**src/hdl/vief_pkg.sv**
```systemverilog
// Shared types and constants for the variable-interval EMA filter.
`default_nettype none

package vief_pkg;

  // Fixed field widths
  localparam int TAU_WIDTH = 24;
  localparam int OUT_WIDTH = 32;
  localparam logic [TAU_WIDTH-1:0] TAU_RESET = 24'd500000;

  // Controller states
  typedef enum logic [2:0] {
    S_IDLE,
    S_DIV,
    S_MUL,
    S_ADD
  } state_t;

  // Commands from controller to datapath
  typedef struct packed {
    logic load;
    logic div_step;
    logic mul;
    logic commit;
  } cmd_t;

  // Status from datapath to controller
  typedef struct packed {
    logic primed;
  } status_t;

endpackage

`default_nettype wire

```
**src/hdl/vief_ctrl.sv**
```systemverilog
// Controller state machine for the variable-interval EMA filter.
`default_nettype none

module vief_ctrl #(
  parameter int FRAC_BITS = 16
) (
  input  wire              clk,
  input  wire              rst,
  input  wire              in_valid,
  output logic             in_stall,
  output logic             out_valid,
  input  wire              out_stall,
  input  vief_pkg::status_t status,
  output vief_pkg::cmd_t    cmd
);
  import vief_pkg::*;

  localparam int CW = $clog2(FRAC_BITS);
  localparam logic [CW-1:0] LAST_STEP = CW'(FRAC_BITS - 1);

  state_t        state, state_next;
  logic [CW-1:0] step;
  logic          out_blocked;

  assign out_blocked = out_valid && out_stall;

  // Next state
  always_comb begin
    state_next = state;
    case (state)
      S_IDLE: begin
        if (in_valid && status.primed) state_next = S_DIV;
      end
      S_DIV: begin
        if (step == LAST_STEP) state_next = S_MUL;
      end
      S_MUL: begin
        state_next = S_ADD;
      end
      S_ADD: begin
        if (!out_blocked) state_next = S_IDLE;
      end
      default: begin
        state_next = S_IDLE;
      end
    endcase
  end

  // Outputs and datapath commands
  always_comb begin
    in_stall     = 1'b1;
    cmd          = '0;
    case (state)
      S_IDLE: begin
        in_stall = 1'b0;
        cmd.load = in_valid;
      end
      S_DIV: begin
        cmd.div_step = 1'b1;
      end
      S_MUL: begin
        cmd.mul = 1'b1;
      end
      S_ADD: begin
        cmd.commit = !out_blocked;
      end
      default: begin
        in_stall = 1'b1;
      end
    endcase
  end

  // State, step counter and output valid
  always_ff @(posedge clk) begin
    if (rst) begin
      state     <= S_IDLE;
      step      <= '0;
      out_valid <= 1'b0;
    end else begin
      state <= state_next;
      if (state == S_DIV) step <= step + 1'b1;
      else step <= '0;
      // Hold the result until its transfer, then drop it
      if (cmd.commit) out_valid <= 1'b1;
      else if (!out_stall) out_valid <= 1'b0;
    end
  end

endmodule

`default_nettype wire

```
**src/hdl/vief_dp.sv**
```systemverilog
// Datapath: interval, serial weight divider, multiply and state update.
`default_nettype none

module vief_dp #(
  parameter int SAMPLE_WIDTH = 16,
  parameter int TIME_WIDTH   = 32,
  parameter int FRAC_BITS    = 16
) (
  input  wire                              clk,
  input  wire                              rst,
  input  wire                              cfg_we,
  input  wire [vief_pkg::TAU_WIDTH-1:0]    cfg_wdata,
  input  wire signed [SAMPLE_WIDTH-1:0]    raw_sample,
  input  wire [TIME_WIDTH-1:0]             timestamp,
  input  vief_pkg::cmd_t                   cmd,
  output vief_pkg::status_t                status,
  output logic signed [vief_pkg::OUT_WIDTH-1:0] filtered_value
);
  import vief_pkg::*;

  localparam int OW  = OUT_WIDTH;
  localparam int DW  = ((TIME_WIDTH > TAU_WIDTH) ? TIME_WIDTH : TAU_WIDTH) + 1;
  localparam int FW  = SAMPLE_WIDTH + FRAC_BITS;
  localparam int XW  = (FW > OW) ? FW : OW;
  localparam int PW  = FRAC_BITS + OW + 3;
  localparam logic signed [XW-1:0] OUT_MAX = {{(XW-OW+1){1'b0}}, {(OW-1){1'b1}}};
  localparam logic signed [XW-1:0] OUT_MIN = {{(XW-OW+1){1'b1}}, {(OW-1){1'b0}}};
  localparam logic [FRAC_BITS:0]   ALPHA_ONE = {1'b1, {FRAC_BITS{1'b0}}};

  logic [TAU_WIDTH-1:0]     tau;
  logic                     primed;
  logic [TIME_WIDTH-1:0]    last_stamp;
  logic signed [OW-1:0]     prev;
  logic signed [OW-1:0]     target;
  logic [DW-1:0]            den;
  logic [DW-1:0]            rem;
  logic [FRAC_BITS-1:0]     quot;
  logic                     alpha_full;
  logic signed [PW-1:0]     prod;

  logic signed [XW-1:0]     tgt_wide;
  logic signed [OW-1:0]     tgt_sat;
  logic [TIME_WIDTH-1:0]    dt;
  logic [DW:0]              rem_shift;
  logic                     rem_ge;
  logic [FRAC_BITS:0]       alpha;
  logic signed [OW:0]       diff;
  logic signed [PW-1:0]     sum;

  assign status.primed = primed;

  // Scale the sample to fixed point and clamp to the output range
  always_comb begin
    tgt_wide = {{(XW-SAMPLE_WIDTH){raw_sample[SAMPLE_WIDTH-1]}}, raw_sample} <<< FRAC_BITS;
    if (tgt_wide > OUT_MAX) tgt_sat = OUT_MAX[OW-1:0];
    else if (tgt_wide < OUT_MIN) tgt_sat = OUT_MIN[OW-1:0];
    else tgt_sat = tgt_wide[OW-1:0];
  end

  // Elapsed ticks, modulo the timestamp width
  assign dt = timestamp - last_stamp;

  // One restoring division step
  assign rem_shift = {rem, 1'b0};
  assign rem_ge    = rem_shift >= {1'b0, den};

  // Weight, difference and new state value
  assign alpha = alpha_full ? ALPHA_ONE : {1'b0, quot};
  assign diff  = {target[OW-1], target} - {prev[OW-1], prev};
  assign sum   = {{(PW-OW){prev[OW-1]}}, prev} + (prod >>> FRAC_BITS);

  // Time constant register
  always_ff @(posedge clk) begin
    if (rst) tau <= TAU_RESET;
    else if (cfg_we) tau <= cfg_wdata;
  end

  // Filter state
  always_ff @(posedge clk) begin
    if (rst) begin
      primed     <= 1'b0;
      last_stamp <= '0;
      prev       <= '0;
    end else begin
      if (cmd.load) begin
        last_stamp <= timestamp;
        primed     <= 1'b1;
        if (!primed) prev <= tgt_sat;
      end
      if (cmd.commit) prev <= sum[OW-1:0];
    end
  end

  // Working registers: divider, product and result
  always_ff @(posedge clk) begin
    if (cmd.load) begin
      target     <= tgt_sat;
      rem        <= DW'(dt);
      den        <= DW'(tau) + DW'(dt);
      quot       <= '0;
      alpha_full <= (tau == '0);
    end
    if (cmd.div_step) begin
      quot <= {quot[FRAC_BITS-2:0], rem_ge};
      if (rem_ge) rem <= DW'(rem_shift - {1'b0, den});
      else rem <= rem_shift[DW-1:0];
    end
    if (cmd.mul) prod <= PW'($signed({1'b0, alpha})) * PW'(diff);
    if (cmd.commit) filtered_value <= sum[OW-1:0];
  end

endmodule

`default_nettype wire

```
**src/hdl/variable_interval_ema_filter_core.sv**
```systemverilog
// Top level of the variable-interval EMA filter: controller plus datapath.
//
// Input channel: raw_sample and timestamp move on a transfer (in_valid high,
// in_stall low). Output channel: filtered_value moves on a transfer
// (out_valid high, out_stall low). The user writes the time constant through
// cfg_we / cfg_wdata only while the block is idle; the block does not enforce it.
// The first sample after reset only loads the filter state and gives no
// result. Every later sample gives one result: the serial restoring divider
// forms the weight one quotient bit per cycle, then the multiply step and the
// update step follow, and the update registers the result. The block is idle
// again in the first cycle the result is offered and can take the next sample
// then; it takes no new sample before that.
// The result sits in an output register; a new sample may be taken while it
// waits. If the receiver still stalls when the next result is ready, the
// block holds in its update cycle until the register frees.
// Synchronous reset clears the filter state, the timestamp, the primed flag
// and the output valid, and loads the time constant with 500000 ticks.
`default_nettype none

module variable_interval_ema_filter_core #(
  parameter int SAMPLE_WIDTH = 16,
  parameter int TIME_WIDTH   = 32,
  parameter int FRAC_BITS    = 16
) (
  input  wire                                  clk,
  input  wire                                  rst,
  input  wire                                  cfg_we,
  input  wire [vief_pkg::TAU_WIDTH-1:0]        cfg_wdata,
  input  wire                                  in_valid,
  output logic                                 in_stall,
  input  wire signed [SAMPLE_WIDTH-1:0]        raw_sample,
  input  wire [TIME_WIDTH-1:0]                 timestamp,
  output logic                                 out_valid,
  input  wire                                  out_stall,
  output logic signed [vief_pkg::OUT_WIDTH-1:0] filtered_value
);
  import vief_pkg::*;

  cmd_t    cmd;
  status_t status;

  // Sequence the load, divide, multiply and update steps
  vief_ctrl #(
    .FRAC_BITS(FRAC_BITS)
  ) u_ctrl (
    .clk      (clk),
    .rst      (rst),
    .in_valid (in_valid),
    .in_stall (in_stall),
    .out_valid(out_valid),
    .out_stall(out_stall),
    .status   (status),
    .cmd      (cmd)
  );

  // Arithmetic and filter state
  vief_dp #(
    .SAMPLE_WIDTH(SAMPLE_WIDTH),
    .TIME_WIDTH  (TIME_WIDTH),
    .FRAC_BITS   (FRAC_BITS)
  ) u_dp (
    .clk           (clk),
    .rst           (rst),
    .cfg_we        (cfg_we),
    .cfg_wdata     (cfg_wdata),
    .raw_sample    (raw_sample),
    .timestamp     (timestamp),
    .cmd           (cmd),
    .status        (status),
    .filtered_value(filtered_value)
  );

endmodule

`default_nettype wire

```
**config.mk**
```make
export PLATFORM = sky130hd
export DESIGN_NAME = variable_interval_ema_filter_core
export DESIGN_NICKNAME = d
export VERILOG_FILES = /design/src/hdl/vief_pkg.sv /design/src/hdl/vief_ctrl.sv /design/src/hdl/vief_dp.sv /design/src/hdl/variable_interval_ema_filter_core.sv
export SDC_FILE = /design/constraint.sdc
export NUM_CORES = 2
export LEC_CHECK = 0
export BUFFER_PORTS_ARGS = -buffer_cell sky130_fd_sc_hd__buf_4
export CORE_MARGIN = 3
export CORE_UTILIZATION = 65
export CTS_CLUSTER_DIAMETER = 80
export DETAILED_ROUTE_END_ITERATION = 7
export GPL_TIMING_DRIVEN = 0
export PLACE_DENSITY_LB_ADDON = 0.08
export SLEW_MARGIN = 25
export SYNTH_ARGS = -nofsm -noshare
export SYNTH_HDL_FRONTEND = slang
export SYNTH_HIERARCHICAL = 1
export SYNTH_SLANG_ARGS = --single-unit
```
**constraint.sdc**
```tcl
create_clock -name clk -period 11.1 [get_ports clk]
set_clock_uncertainty 0.1 [all_clocks]
set_input_delay 1.665 -clock clk [delete_from_list [all_inputs] [get_ports clk]]
set_output_delay 1.665 -clock clk [all_outputs]
set_load 0.01 [all_outputs]
```
# Word level (Yosys, flattened, before mapping)
# Cells that the tools add are included.
# word_totals
regBits	292
in_bits	77
# classes
add_sub_neg	6
multipliers	1
magnitude_cmp	3
eq_ne	9
n_mux	22
n_bitwise	1
reduce_logical	10
# op_table
cell	count
32-bit two-way mux	5
33-bit two-way mux	3
18-bit by 33-bit multiplier with 48-bit output	1
34-bit by 33-bit greater-or-equal comparator with 1-bit output	1
24-bit by 32-bit adder with 33-bit output	1
32-bit by 32-bit subtractor with 33-bit output	1
33-bit subtractor	1
32-bit adder	1
32-bit > comparator (second input constant)	1
32-bit < comparator (second input constant)	1
16-bit two-way mux	2
32-bit subtractor	1
24-bit zero test	1
17-bit two-way mux	1
3-bit one-hot mux with 4 select lines	1
3-bit two-way mux	3
1-bit two-way mux	7
3-bit by 2-bit == test with 1-bit output (second input constant)	2
2-bit by 1-bit inequality test with 1-bit output (second input constant)	3
4-bit by 1-bit adder with 4-bit output (second input constant)	1
4-bit == test (second input constant)	1
2-bit inequality test (second input constant)	2
2-bit nonzero test	2
3-bit by 1-bit == test with 1-bit output (second input constant)	1
7 further kinds	8

# Depth between registers and ports, before layout
# depth
ltp_word	6
ltp_mapped	34
ltp_nobuf	33

# By module
# The synthesis kept the hierarchy.
# modules_own_cells
mod	n_inst	cells_each	area_per_inst_um2
vief_dp	1	3832	34558.1
vief_ctrl	1	38	376.6

# Least setup slack after synthesis
# OpenSTA, ideal clock, no wires.
# synth_timing
kind	reg2reg
start	register u_dp.prev[0]
end	register u_dp.prod[39] (data pin)
setup_time_ns	0.259
t_arrival_ns	7.903
setup_slack_ns	2.839
path_stages_with_launch	33
path_cell_list	dfxtp_1 clkbuf_1 inv_1 clkbuf_1 ha_1 nor3b_2 nand2_1 nor3_1 a31o_2 a21oi_1 xor2_1 clkbuf_1 nor2_1 fa_1 inv_1 fa_1 fa_1 inv_1 fa_1 fa_1 inv_1 fa_1 inv_1 ha_1 a21oi_1 nand2_1 a221o_1 a31o_2 a31o_2 o31a_1 a21o_1 a21oi_1 xnor2_1
# synth_between
elab_chain_cells	2
# synth_lines
item	line_no	rtl
start, declared	vief_dp.sv:33	logic signed [OW-1:0] prev;
start signal, assigned	vief_dp.sv:88	if (!primed) prev <= tgt_sat;
start signal, assigned	vief_dp.sv:90	if (cmd.commit) prev <= sum[OW-1:0];
32-bit by 32-bit subtractor with 33-bit output	vief_dp.sv:69	assign diff = {target[OW-1], target} - {prev[OW-1], prev};
18-bit by 33-bit multiplier with 48-bit output	vief_dp.sv:108	if (cmd.mul) prod <= PW'($signed({1'b0, alpha})) * PW'(diff);
end signal, assigned	vief_dp.sv:108	
end, declared	vief_dp.sv:39	logic signed [PW-1:0] prod;
# Every way passes these cells.
# A chain may end at the register's enable or synchronous reset.

# Worst setup path in the final report
# layout_timing
start	register u_dp.prev[0]
end	register u_dp.prod[47] (data pin)
# Same word-level chain as after synthesis.

==> results.json <==
{
  "clock_path_buffers": 3,
  "grt_pass1_vias": 27763,
  "die_h_um": 238,
  "drc": 0,
  "initial_utilization_pct": 66.1,
  "antenna_found_initial": 0,
  "ys_types": 97,
  "crit_path_max_fanout": 10,
  "stdcell_area_um2": 37700,
  "post-route-period-util_pct": 93.4,
  "yosysSeqAreaShare_pct": 19.5,
  "r2r_slack_ns": 0.73,
  "hold_class": "register to register",
  "diodes": 0,
  "path_class": "register to register",
  "async_flop_share_pct": 0,
  "fmax_mhz": 96.5,
  "synth_nets": 4716,
  "cts-htree-levels": 1,
  "fillers": 4228,
  "finish.net_count": 4860,
  "cts-root-buf": "clkbuf_16",
  "yosysWarnings": 6,
  "ctsResizeCount": 0,
  "cp-start-kind": "register",
  "gp_congestion": 0.972,
  "fin_hold_ws_ns": 0.370,
  "hold_viol_final": 0,
  "drtPass1Iterations": 8,
  "die_w_um": 238,
  "routed_wl_um": 97900,
  "clkLatencyLatePin_ns": 0.57,
  "tightest_slew_ns": 1.13,
  "crit_path_top_delay_cell": "xor2_1",
  "synth-edff-count": 163,
  "numPortBuffers": 110,
  "synth_area_um2": 34900,
  "grt_overflow": 0,
  "drt_iter0_drc": 2797,
  "drt-wirelength-per-cell_um": 20.7,
  "grt_pass1_wl_um": 153000,
  "ios": 111,
  "die-area_um2": 56600,
  "synth_top_flop_cell": "edfxtp_1",
  "grt_max_degree": 50,
  "core-area_um2": 52900,
  "vias_per_cell": 5.87,
  "rsz0062_at_grt": "no",
  "cts_sinks": 259,
  "setup_viol": 0,
  "maxSlewHeadroom_pct": 24.2,
  "status": "completed",
  "arrival_ns": 10.57,
  "area_growth_pct": 7.95,
  "regArea_um2": 6820,
  "detail-route-antenna-nets": 0,
  "placed_area_um2": 36700,
  "vias": 27725,
  "grtUsageTotal_pct": 35.1,
  "avgSynthCellArea_um2": 9.03,
  "clk_pin_slew_ns": 0.06,
  "syn_inst": 3870,
  "drv_cap": 0,
  "path_common_cell": "fa_1",
  "drive_gt1_share_pct": 6.10,
  "cts_setup_buffers": 0,
  "multi_input_area_um2": 24800,
  "fin_crit_ns": 10.37,
  "worst_slack_ns": 0.734,
  "endpoint_kind": "register",
  "synth_seq_cells": 259,
  "cp_slowest_stage_delay_ns": 0.63,
  "required_ns": 11.31,
  "fin_tns_setup_ns": 0,
  "cts_hold_buf": 0,
  "dp_hpwl_um": 81800,
  "pre_cts_slack_ns": 0.867,
  "final_max_slew_viol_count": 0,
  "cts_tree": "built",
  "rows": 84,
  "cts_made_buffers": 28
}
[path summary, 6_finish.rpt]
kind | endpoint | start | depth (start not counted)
worst max-delay path | u_dp/prod[47] | u_dp/prev[0] | 33
worst min-delay path | u_ctrl/step[0] | u_ctrl/step[0] | 1
worst min register to register | u_ctrl/step[0] | u_ctrl/step[0] | 1
worst max register to register | u_dp/prod[47] | u_dp/prev[0] | 33
[sequential cells by signal, indices dropped and copies added, names as in the netlist, 24 cells and up]
register / count
u_dp/last_stamp: 32
u_dp/prod: 32
u_dp/prev: 32
u_dp/rem: 33
u_dp/filtered_value: 32
u_dp/den: 33
u_dp/tau: 24
[cells by family after synthesis]
logic type / count (synthesis) / synth area share, %
simple gates: 1166 / 14.4
buf+inv: 881 / 9.55
fa+ha+maj: 769 / 38.7
compound gates: 491 / 9.59
flops: 259 / 19.5
xor+xnor: 205 / 5.38
mux: 99 / 2.87
[placed cells by master, fill, tap and decap left out, drive strengths merged, types with 96 or more instances in the layout]
cell type and n:
dfxtp 96, nor2 536, xnor2 137, a21oi 162, nand2 374, ha 251, buf 138, clkbuf 143
inv 746, edfxtp 163, fa 518
[metal layers]
| metal | global-route usage, % | vias up | wire, um |
|---|---|---|---|
| met4 | 12.7 | 0 | 4420 |
| met3 | 6.83 | 274 | 9910 |
| li1 | - | 12501 | - |
| met2 | 55.6 | 1337 | 44000 |
| met1 | 48.7 | 13613 | 39600 |
| met5 | 0 | - | 0 |
[worst max-delay path, delay by kind of cell, from the launching register on]
family / cells / cell delay (ns)
adders and majority gates: 8 / 3.81
and+or+nand+nor: 8 / 1.96
buffers and inverters: 8 / 1.62
AOI/OAI and AO/OA: 7 / 1.52
xor gates and xnor gates: 2 / 0.76
DFF: 1 / 0.35
[through the flow]
step	utilization, %	std cells
after floorplan	-	3870
final	71.3	4724
after detailed placement	69.5	4672
after global routing	71.3	4724
after global placement	69.3	4668
after CTS	71.3	4724
[layout make-up]
type / instances / area share [%]
multi-input cells: 2730 / 65.8
clock inverters: 19 / 0.551
plain buffers: 134 / 1.41
flip-flops and latches: 259 / 18.1
well taps: 688 / 2.28
repair buffers: 114 / 2.43
inverters: 747 / 7.43
clock buffers: 33 / 2.02
[cell usage after synthesis (5+ instances only)]
master	instances	area share, %
inv_1	745	8.0
nor2_1	536	5.8
fa_1	518	30
nand2_1	374	4.0
ha_1	251	9.0
edfxtp_1	163	14
a21oi_1	157	2.2
xnor2_1	132	3.3
clkbuf_1	110	1.2
dfxtp_1	96	5.5
mux2i_1	91	2.6
o21ai_0	72	1.0
a21o_1	66	1.4
xor2_1	65	1.6
nor2b_1	38	0.68
nand3_1	36	0.52
nor3_1	36	0.52
o21a_1	36	0.77
and2_1	30	0.54
nand2b_1	22	0.39
o21bai_1	20	0.43
a211oi_1	17	0.37
nand4_1	16	0.29
nor4_1	14	0.25
buf_1	12	0.13
or2_2	11	0.20
and3_1	10	0.18
a211o_1	9	0.23
a31o_2	9	0.23
buf_2	9	0.13
o21ai_1	9	0.13
a31oi_1	8	0.14
mux2_2	8	0.26
nand3b_1	8	0.17
o211ai_1	7	0.15
a221o_1	6	0.17
a221oi_1	6	0.15
or3_1	6	0.11
a21boi_0	5	0.11
and4_1	5	0.13
Power is not shown: default switching activity piles up to over one toggle a cycle in this logic, so the estimate is an artifact.
